===== config.mk =====
export PLATFORM = sky130hd
export DESIGN_NAME = moisture_average_watering_controller_unit
export DESIGN_NICKNAME = d
export VERILOG_FILES = /design/src/mawc_pkg.sv /design/src/mawc_div.sv /design/src/moisture_average_watering_controller_unit.sv
export SDC_FILE = /design/constraint.sdc
export NUM_CORES = 1
export LEC_CHECK = 0
export BUFFER_PORTS_ARGS = -buffer_cell sky130_fd_sc_hd__buf_2
export CAP_MARGIN = 40
export CORE_UTILIZATION = 40
export CTS_CLUSTER_SIZE = 24
export DETAILED_ROUTE_END_ITERATION = 6
export PLACE_DENSITY_LB_ADDON = 0.25
export SYNTH_ARGS = -nofsm -noshare
export SYNTH_HDL_FRONTEND = slang
export SYNTH_SLANG_ARGS = --single-unit

===== constraint.sdc =====
create_clock -name clk -period 4.8 [get_ports clk]
set_clock_uncertainty 0.1 [all_clocks]
set_input_delay 0 -clock clk [delete_from_list [all_inputs] [get_ports clk]]
set_output_delay 0 -clock clk [all_outputs]
set_load 0.02 [all_outputs]

===== src/mawc_pkg.sv =====
`timescale 1ns / 1ps

package mawc_pkg;

  localparam int WINDOW      = 6;
  localparam int SAMPLE_BITS = 12;

  localparam int RAW_W    = 12;
  localparam int THR_W    = 7;
  localparam int LEVEL_W  = 8;
  localparam int TICKS_W  = 8;
  localparam int PCT_W    = 7;
  localparam int SLOT_W   = $clog2(WINDOW);
  localparam int SUM_W    = $clog2(WINDOW * 255 + 1);
  localparam int QUO_W    = LEVEL_W;
  localparam int NUM_W    = SAMPLE_BITS + PCT_W;
  localparam int REM_W    = SAMPLE_BITS + 1;
  localparam int DCNT_W   = $clog2(QUO_W + 1);
  localparam int ADDR_W   = 5;
  localparam int DATA_W   = 32;

  localparam int FULL_PCT    = 100;
  localparam int RESET_LEVEL = 100;

  localparam logic KIND_SAMPLE = 1'b0;
  localparam logic KIND_TICK   = 1'b1;

  localparam logic [2:0] REG_MAX_READING     = 3'd0;
  localparam logic [2:0] REG_MIN_READING     = 3'd1;
  localparam logic [2:0] REG_WATER_THRESHOLD = 3'd2;
  localparam logic [2:0] REG_REFILL_LEVEL    = 3'd3;
  localparam logic [2:0] REG_WATER_TICKS     = 3'd4;

  typedef enum logic [2:0] {
    ST_IDLE,
    ST_PREP,
    ST_PCT,
    ST_UPD,
    ST_MEAN,
    ST_OUT
  } state_t;

  typedef struct packed {
    logic                   start;
    logic [NUM_W-1:0]       num;
    logic [SAMPLE_BITS-1:0] den;
  } div_req_t;

  typedef struct packed {
    logic             done;
    logic [QUO_W-1:0] quo;
  } div_rsp_t;

  function automatic logic [SAMPLE_BITS-1:0] to_sample(input logic [RAW_W-1:0] v);
    logic [SAMPLE_BITS+RAW_W-1:0] ext;
    ext = {{SAMPLE_BITS{1'b0}}, v};
    return ext[SAMPLE_BITS-1:0];
  endfunction

endpackage


===== src/mawc_div.sv =====
`timescale 1ns / 1ps

module mawc_div (
  input  logic                clk,
  input  logic                rst_n,
  input  mawc_pkg::div_req_t  req,
  output mawc_pkg::div_rsp_t  rsp
);

  logic [mawc_pkg::REM_W-1:0]  rem_r, rem_nxt;
  logic [mawc_pkg::QUO_W-1:0]  shf_r, shf_nxt;
  logic [mawc_pkg::DCNT_W-1:0] cnt_r, cnt_nxt;
  logic                        done_r, done_nxt;
  logic [mawc_pkg::REM_W-1:0]  trial;
  logic [mawc_pkg::REM_W-1:0]  den_ext;
  logic                        ge;

  assign den_ext = {1'b0, req.den};
  assign trial   = {rem_r[mawc_pkg::REM_W-2:0], shf_r[mawc_pkg::QUO_W-1]};
  assign ge      = (trial >= den_ext);

  always_comb begin
    rem_nxt  = rem_r;
    shf_nxt  = shf_r;
    cnt_nxt  = cnt_r;
    done_nxt = 1'b0;
    if (req.start) begin
      rem_nxt = mawc_pkg::REM_W'(req.num[mawc_pkg::NUM_W-1:mawc_pkg::QUO_W]);
      shf_nxt = req.num[mawc_pkg::QUO_W-1:0];
      cnt_nxt = mawc_pkg::DCNT_W'(mawc_pkg::QUO_W);
    end else if (cnt_r != '0) begin
      rem_nxt  = ge ? (trial - den_ext) : trial;
      shf_nxt  = {shf_r[mawc_pkg::QUO_W-2:0], ge};
      cnt_nxt  = cnt_r - 1'b1;
      done_nxt = (cnt_r == mawc_pkg::DCNT_W'(1));
    end
  end

  always_ff @(posedge clk) begin
    if (!rst_n) begin
      cnt_r  <= '0;
      done_r <= 1'b0;
    end else begin
      cnt_r  <= cnt_nxt;
      done_r <= done_nxt;
    end
  end

  always_ff @(posedge clk) begin
    rem_r <= rem_nxt;
    shf_r <= shf_nxt;
  end

  assign rsp.done = done_r;
  assign rsp.quo  = shf_r;

endmodule


===== src/moisture_average_watering_controller_unit.sv =====
`timescale 1ns / 1ps
// A tick or a dropped sample goes from acceptance straight to the output state; a stored
// sample passes prep, the percentage on the 8-step serial divider when needed, ring update and mean.
// Input is taken only in idle, so a new transaction waits until the last result is loaded; the
// shared bit-serial divider runs once or twice per sample (percentage if needed, then ring mean).
// Reset (rst_n, synchronous): registers at defaults, ring at 100, pump off, output empty.

module moisture_average_watering_controller_unit (
  input  logic                                clk,
  input  logic                                rst_n,
  input  logic                                in_valid,
  output logic                                in_ready,
  input  logic                                in_kind,
  input  logic [mawc_pkg::RAW_W-1:0]          in_reading,
  output logic                                out_valid,
  input  logic                                out_ready,
  output logic [mawc_pkg::PCT_W-1:0]          out_moisture,
  output logic [mawc_pkg::LEVEL_W-1:0]        out_mean_level,
  output logic                                out_pump_on,
  output logic                                out_watering_started,
  output logic                                out_sample_dropped,
  input  logic                                cfg_psel,
  input  logic                                cfg_penable,
  input  logic                                cfg_pwrite,
  input  logic [mawc_pkg::ADDR_W-1:0]         cfg_paddr,
  input  logic [mawc_pkg::DATA_W-1:0]         cfg_pwdata,
  output logic [mawc_pkg::DATA_W-1:0]         cfg_prdata,
  output logic                                cfg_pready
);

  mawc_pkg::state_t state_r, state_nxt;

  logic [mawc_pkg::RAW_W-1:0]   max_reading_r;
  logic [mawc_pkg::RAW_W-1:0]   min_reading_r;
  logic [mawc_pkg::THR_W-1:0]   water_threshold_r;
  logic [mawc_pkg::LEVEL_W-1:0] refill_level_r;
  logic [mawc_pkg::TICKS_W-1:0] water_ticks_r;

  logic [mawc_pkg::LEVEL_W-1:0] ring_r [mawc_pkg::WINDOW];
  logic [mawc_pkg::SUM_W-1:0]   ring_sum_r;
  logic [mawc_pkg::SLOT_W-1:0]  write_slot_r;
  logic [mawc_pkg::TICKS_W-1:0] pump_remaining_r;
  logic [mawc_pkg::LEVEL_W-1:0] mean_r;

  logic [mawc_pkg::SAMPLE_BITS-1:0] reading_r;
  logic [mawc_pkg::PCT_W-1:0]       pct_r;
  logic                             started_r;
  logic                             dropped_r;
  logic                             out_valid_r;

  logic                             cfg_wr;
  logic [2:0]                       cfg_idx;
  logic                             in_fire;
  logic                             out_load;
  logic [mawc_pkg::SAMPLE_BITS-1:0] hi, lo;
  logic                             pct_zero, pct_full;
  logic [mawc_pkg::SUM_W-1:0]       sum_upd;
  logic [mawc_pkg::SLOT_W-1:0]      slot_adv;
  logic                             water_now;

  mawc_pkg::div_req_t div_req;
  mawc_pkg::div_rsp_t div_rsp;

  mawc_div u_div (
    .clk   (clk),
    .rst_n (rst_n),
    .req   (div_req),
    .rsp   (div_rsp)
  );

  assign cfg_pready = 1'b1;
  assign cfg_idx    = cfg_paddr[4:2];
  assign cfg_wr     = cfg_psel && cfg_penable && cfg_pwrite;

  always_comb begin
    cfg_prdata = '0;
    unique case (cfg_idx)
      mawc_pkg::REG_MAX_READING:     cfg_prdata = mawc_pkg::DATA_W'(max_reading_r);
      mawc_pkg::REG_MIN_READING:     cfg_prdata = mawc_pkg::DATA_W'(min_reading_r);
      mawc_pkg::REG_WATER_THRESHOLD: cfg_prdata = mawc_pkg::DATA_W'(water_threshold_r);
      mawc_pkg::REG_REFILL_LEVEL:    cfg_prdata = mawc_pkg::DATA_W'(refill_level_r);
      mawc_pkg::REG_WATER_TICKS:     cfg_prdata = mawc_pkg::DATA_W'(water_ticks_r);
      default:                       cfg_prdata = '0;
    endcase
  end

  assign in_fire = in_valid && in_ready;

  assign hi       = mawc_pkg::to_sample(max_reading_r);
  assign lo       = mawc_pkg::to_sample(min_reading_r);
  assign pct_zero = (hi <= lo) || (reading_r >= hi);
  assign pct_full = (reading_r <= lo);

  assign sum_upd = mawc_pkg::SUM_W'(ring_sum_r - mawc_pkg::SUM_W'(ring_r[write_slot_r])
                   + mawc_pkg::SUM_W'(pct_r));
  assign slot_adv = (write_slot_r == mawc_pkg::SLOT_W'(mawc_pkg::WINDOW - 1)) ?
                    '0 : write_slot_r + 1'b1;
  assign water_now = div_rsp.quo < {1'b0, water_threshold_r};

  // next state
  always_comb begin
    state_nxt = state_r;
    unique case (state_r)
      mawc_pkg::ST_IDLE: begin
        if (in_fire) begin
          state_nxt = (in_kind == mawc_pkg::KIND_TICK || pump_remaining_r != '0) ?
                      mawc_pkg::ST_OUT : mawc_pkg::ST_PREP;
        end
      end
      mawc_pkg::ST_PREP: begin
        state_nxt = (pct_zero || pct_full) ? mawc_pkg::ST_UPD : mawc_pkg::ST_PCT;
      end
      mawc_pkg::ST_PCT: begin
        if (div_rsp.done) state_nxt = mawc_pkg::ST_UPD;
      end
      mawc_pkg::ST_UPD: begin
        state_nxt = mawc_pkg::ST_MEAN;
      end
      mawc_pkg::ST_MEAN: begin
        if (div_rsp.done) state_nxt = mawc_pkg::ST_OUT;
      end
      mawc_pkg::ST_OUT: begin
        if (out_load) state_nxt = mawc_pkg::ST_IDLE;
      end
      default: state_nxt = mawc_pkg::ST_IDLE;
    endcase
  end

  // outputs
  always_comb begin
    in_ready = 1'b0;
    out_load = 1'b0;
    div_req  = '0;
    unique case (state_r)
      mawc_pkg::ST_IDLE: in_ready = 1'b1;
      mawc_pkg::ST_PREP: begin
        div_req.start = !(pct_zero || pct_full);
        div_req.num   = mawc_pkg::NUM_W'(hi - reading_r) *
                        mawc_pkg::NUM_W'(mawc_pkg::FULL_PCT);
        div_req.den   = hi - lo;
      end
      mawc_pkg::ST_UPD: begin
        div_req.start = 1'b1;
        div_req.num   = mawc_pkg::NUM_W'(sum_upd);
        div_req.den   = mawc_pkg::SAMPLE_BITS'(mawc_pkg::WINDOW);
      end
      mawc_pkg::ST_MEAN: div_req.den = mawc_pkg::SAMPLE_BITS'(mawc_pkg::WINDOW);
      mawc_pkg::ST_PCT:  div_req.den = hi - lo;
      mawc_pkg::ST_OUT:  out_load = !out_valid_r || out_ready;
      default: ;
    endcase
  end

  always_ff @(posedge clk) begin
    if (!rst_n) begin
      state_r           <= mawc_pkg::ST_IDLE;
      max_reading_r     <= mawc_pkg::RAW_W'(3300);
      min_reading_r     <= mawc_pkg::RAW_W'(1200);
      water_threshold_r <= mawc_pkg::THR_W'(20);
      refill_level_r    <= mawc_pkg::LEVEL_W'(100);
      water_ticks_r     <= mawc_pkg::TICKS_W'(3);
      for (int i = 0; i < mawc_pkg::WINDOW; i++) begin
        ring_r[i] <= mawc_pkg::LEVEL_W'(mawc_pkg::RESET_LEVEL);
      end
      ring_sum_r       <= mawc_pkg::SUM_W'(mawc_pkg::RESET_LEVEL * mawc_pkg::WINDOW);
      write_slot_r     <= '0;
      pump_remaining_r <= '0;
      mean_r           <= mawc_pkg::LEVEL_W'(mawc_pkg::RESET_LEVEL);
      out_valid_r      <= 1'b0;
    end else begin
      state_r <= state_nxt;
      if (cfg_wr) begin
        unique case (cfg_idx)
          mawc_pkg::REG_MAX_READING:     max_reading_r     <= cfg_pwdata[mawc_pkg::RAW_W-1:0];
          mawc_pkg::REG_MIN_READING:     min_reading_r     <= cfg_pwdata[mawc_pkg::RAW_W-1:0];
          mawc_pkg::REG_WATER_THRESHOLD: water_threshold_r <= cfg_pwdata[mawc_pkg::THR_W-1:0];
          mawc_pkg::REG_REFILL_LEVEL:    refill_level_r    <= cfg_pwdata[mawc_pkg::LEVEL_W-1:0];
          mawc_pkg::REG_WATER_TICKS:     water_ticks_r     <= cfg_pwdata[mawc_pkg::TICKS_W-1:0];
          default: ;
        endcase
      end
      // count the pump down on a tick
      if (in_fire && in_kind == mawc_pkg::KIND_TICK && pump_remaining_r != '0) begin
        pump_remaining_r <= pump_remaining_r - 1'b1;
      end
      if (state_r == mawc_pkg::ST_UPD) begin
        ring_r[write_slot_r] <= mawc_pkg::LEVEL_W'(pct_r);
        ring_sum_r           <= sum_upd;
        write_slot_r         <= slot_adv;
      end
      if (state_r == mawc_pkg::ST_MEAN && div_rsp.done) begin
        if (water_now) begin
          for (int i = 0; i < mawc_pkg::WINDOW; i++) begin
            ring_r[i] <= refill_level_r;
          end
          ring_sum_r       <= mawc_pkg::SUM_W'(refill_level_r * mawc_pkg::WINDOW);
          pump_remaining_r <= water_ticks_r;
          mean_r           <= refill_level_r;
        end else begin
          mean_r <= div_rsp.quo;
        end
      end
      if (out_load) begin
        out_valid_r <= 1'b1;
      end else if (out_ready) begin
        out_valid_r <= 1'b0;
      end
    end
  end

  always_ff @(posedge clk) begin
    if (in_fire) begin
      reading_r <= mawc_pkg::to_sample(in_reading);
      pct_r     <= '0;
      started_r <= 1'b0;
      dropped_r <= (in_kind == mawc_pkg::KIND_SAMPLE) && (pump_remaining_r != '0);
    end
    if (state_r == mawc_pkg::ST_PREP) begin
      pct_r <= pct_zero ? '0 : mawc_pkg::PCT_W'(mawc_pkg::FULL_PCT);
    end
    if (state_r == mawc_pkg::ST_PCT && div_rsp.done) begin
      pct_r <= div_rsp.quo[mawc_pkg::PCT_W-1:0];
    end
    if (state_r == mawc_pkg::ST_MEAN && div_rsp.done) begin
      started_r <= water_now;
    end
    if (out_load) begin
      out_moisture         <= pct_r;
      out_mean_level       <= mean_r;
      out_pump_on          <= (pump_remaining_r != '0);
      out_watering_started <= started_r;
      out_sample_dropped   <= dropped_r;
    end
  end

  assign out_valid = out_valid_r;

  a_div_done_in_wait: assert property (@(posedge clk) disable iff (!rst_n)
    div_rsp.done |-> (state_r == mawc_pkg::ST_PCT || state_r == mawc_pkg::ST_MEAN))
    else $error("divider finished outside a wait state");

  a_drop_direct: assert property (@(posedge clk) disable iff (!rst_n)
    (in_fire && in_kind == mawc_pkg::KIND_SAMPLE && pump_remaining_r != '0) |=>
      (state_r == mawc_pkg::ST_OUT && dropped_r))
    else $error("sample during watering not flagged as dropped");

  a_slot_range: assert property (@(posedge clk) disable iff (!rst_n)
    write_slot_r <= mawc_pkg::SLOT_W'(mawc_pkg::WINDOW - 1))
    else $error("write slot beyond ring");

  a_out_load: assert property (@(posedge clk) disable iff (!rst_n)
    out_load |=> (out_valid_r && state_r == mawc_pkg::ST_IDLE))
    else $error("result load did not present output");

  a_tick_keeps_ring: assert property (@(posedge clk) disable iff (!rst_n)
    (in_fire && in_kind == mawc_pkg::KIND_TICK) |=>
      $stable(ring_sum_r) && $stable(write_slot_r))
    else $error("tick changed the ring");

endmodule


==> metrics.cfg <==
[cts]
tritoncts_num_sinks=210
cts.path.max_buffers=3
cts.htree.levels=1
clock_latency_on_the_worst_skew_pair_ns=0.53
clockRootBuffer=sky130_fd_sc_hd__clkbuf_16
cts_buffers=24
cts.reportedPaths.clkPinSlew_ns=0.07
clock_tree_from_tritoncts=yes

[logic_synthesis]
synth.lib_cells_used.distinct=76
avgSynthCellArea_sq_um=9.639
ys_dominant_reg_cell=sky130_fd_sc_hd__edfxtp_1
ys_warn_count=0
ys_seq_elements=210
syn_area_sq_um=13410
synthArstFlopShare=0
synth-seq-area-share=0.3987
synthesis.instances=1391
synth-edff-count=114

[global_route]
global_route.overflow_total=0
gr-usage-all-layers=0.2042
grt_antenna_before_repair=0
grt_max_degree=55
grt_first_pass_wirelength_microns=54190
via_count_of_the_first_global_routing_pass=9960

[cells_and_area]
syn2layout_area_growth_pct=18.49
final_area_sq_um=15890
final_common_cell=sky130_fd_sc_hd__nand2_1
antennaDiodeCount=0
layout.cells.most_common_list=sky130_fd_sc_hd__nand2_1 (146), sky130_fd_sc_hd__inv_1 (129), sky130_fd_sc_hd__edfxtp_1 (114)
fill_cells=3090
layout-drive-gt1-share=0.1594
final_net_count=1721

[routing]
drtPass1Iterations=5
detail-route-antenna-nets=0
routedWlPerCell_microns=17.89
detail_route.vias_per_cell=5.324
drt_drc_violations_left=0
routed_wl_microns=35510
num_vias=10570
detailedRoute.firstIterationViolations=758

[placed_design]
finalWeightedCongestion=0.8587
io_buffer_count=66
place_hpwl_microns=26570
placedInstanceArea_sq_um=14450

[timing]
peak_clock_frequency_supported_by_timing_mhz=204.2
hold-worst-slack_ns=0.08017
worst_path_setup_slack_after_routing_ns=-0.09663
hold_viol_final=0
timing_max_transition_violations_final=0
fin_crit_ns=4.897
worst-slew-pin-transition_ns=0.7952
timing.max_slew.rel_slack=0.4679
final-setup-viol-count=1
grt_setup_unrepaired=true
finalCritPeriodShare=1.020

[power]
peakVddDrop_v=0.0004933
cell_internal_pwr_mw=6.383
power.share.switching=0.3987
combPwrFrac=0.582
switchingPower_mw=4.232
pwr-share-clk=0.184
leakagePower_nw=6.521
power_frac_seq=0.234
power.density_nw_per_um2=668.2

[floorplan]
die_height_microns=185.1
design.portCount=110
die_w_microns=185.1
initial_utilization=0.4090
num_rows=66
dieArea_sq_um=34260
core_sq_um=32780

[min_path]
hold_path_class=primary input to flip-flop

[outcome]
violated_checks=negative setup slack
status=finished with violations

[run]
max_cap_viol_count=0

[worst_setup_path]
cp_delay_by_family_top=adder cells
critical_path_buffers_and_inverters=5
worst_setup_path_end_kind=flip-flop
required_time_reported_for_the_critical_path_endpoint_ns=4.96
path_max_fanout=2
critPathMostFrequentCell=sky130_fd_sc_hd__buf_4
cp_data_arrival_time_ns=5.06
cp_slowest_cell=sky130_fd_sc_hd__fa_1
worst_setup_path_start_kind=flip-flop
crit_path_max_incr_delay_ns=0.49
path_class=flip-flop to flip-flop

power by group through the flow:
stage / sequential, mW / clock [mW] / combinational [mW]
floorplan: 2.41 / 0 / 4.09
global placement: 2.52 / 0 / 5.32
detailed placement: 2.52 / 0 / 5.37
CTS: 2.48 / 1.98 / 5.61
global route: 2.51 / 2.06 / 6.89
finish: 2.48 / 1.96 / 6.17
path summary, 6_finish.rpt:
path                                from                            to  cells past startpoint  slack, ns
hold / removal             in_reading[3]        reading_r[3]$_DFFE_PP_                      2       0.08
hold reg to reg      dropped_r$_DFFE_PP_  out_sample_dropped$_DFFE_PP_                      0       0.32
setup reg to reg  reading_r[0]$_DFFE_PP_     u_div.rem_r[10]$_DFFE_PP_                     25       -0.1
setup / recovery  reading_r[0]$_DFFE_PP_     u_div.rem_r[10]$_DFFE_PP_                     25       -0.1
kinds of logic after synthesis:
group / after synthesis / synth area share
flip-flops: 210 / 0.3987
XOR/XNOR: 66 / 0.04311
multiplexers: 67 / 0.06570
AO/OA/AOI/OAI: 303 / 0.1447
buffers and inverters: 208 / 0.06542
AND/OR/NAND/NOR: 394 / 0.1377
other: 2 / 0.0005601
adder cells (fa/ha/maj): 141 / 0.1441
Yosys cell counts, drive strengths merged (7+ instances only):
| library cell | n | area (sq um) |
|---|---|---|
| dfxtp | 96 | 1922 |
| a211oi | 25 | 187.7 |
| edfxtp | 114 | 3423 |
| a21oi | 93 | 465.5 |
| mux2 | 8 | 90.09 |
| xnor2 | 38 | 332.8 |
| nand3 | 30 | 150.1 |
| nand4 | 9 | 56.30 |
| o211ai | 13 | 97.59 |
| nor2 | 89 | 336.6 |
| buf | 33 | 220.2 |
| mux2i | 43 | 430.4 |
| nor2b | 21 | 138.9 |
| mux4 | 16 | 360.4 |
| a22oi | 12 | 90.09 |
| nand2b | 14 | 87.58 |
| nor3 | 34 | 170.2 |
| fa | 23 | 460.4 |
| o21a | 14 | 105.1 |
| clkbuf | 40 | 150.1 |
| nand2 | 146 | 548.0 |
| or3 | 12 | 75.07 |
| inv | 134 | 503.0 |
| o21ai | 64 | 331.6 |
| ha | 116 | 1451 |
| xor2 | 28 | 245.2 |
| a31o | 7 | 61.31 |
| a21o | 17 | 127.6 |
| o22ai | 14 | 87.58 |
sequential cells by signal (all words and copies together) (netlist names), 3 cells and up, named ones only:
| name | flops |
|---|---|
| hi | 12 |
| lo | 12 |
| mean_r | 8 |
| out_mean_level | 8 |
| out_moisture | 7 |
| pct_r | 7 |
| pump_remaining_r | 8 |
| reading_r | 12 |
| refill_level_r | 8 |
| ring_r | 62 |
| ring_sum_r | 11 |
| state_r | 3 |
| u_div.cnt_r | 4 |
| u_div.rem_r | 12 |
| u_div.shf_r | 8 |
| water_threshold_r | 7 |
| water_ticks_r | 8 |
| write_slot_r | 3 |
stage by stage:
| step | setup WS [ns] | setup TNS [ns] | total power, mW | std cells | util |
|---|---|---|---|---|---|
| floorplan | 0.007305 | 0 | 6.502 | 1410 | - |
| global placement | -0.1052 | -0.1495 | 7.835 | 1897 | 0.4399 |
| detailed placement | -0.1431 | -0.2820 | 7.891 | 1899 | 0.4407 |
| CTS | -0.1484 | -0.2868 | 10.07 | 1981 | 0.4789 |
| global route | -0.3307 | -0.8973 | 11.46 | 1985 | 0.4846 |
| finish | -0.09663 | -0.09663 | 10.62 | 1985 | 0.4846 |
layout make-up:
class | count | area (sq um) | area share
clock inverter | 11 | 147.6 | 0.009294
timing repair buffer | 162 | 1162 | 0.07317
clock buffer | 33 | 705.7 | 0.04442
multi-input combinational | 992 | 7465 | 0.4699
sequential | 210 | 5346 | 0.3365
inverter | 135 | 506.7 | 0.03190
tap | 442 | 553.0 | 0.03481
timing repair:
item	in CTS	in global routing
buffers inserted	3	5
pin swaps	21	26
hold buffers	35	0
hold endpoints to repair	76	0
setup endpoints to repair	3	4
gates resized for setup	7	28
metal layers:
metal / global-route usage / vias up / share of wire
met3: 0.02517 / 65 / 0.047
met5: 0 / - / 0
met4: 0.07504 / 0 / 0.037
li1: - / 5167 / -
met1: 0.2632 / 5037 / 0.44
met2: 0.3493 / 299 / 0.47
No activity file was read; power rests on OpenSTA's default activity.
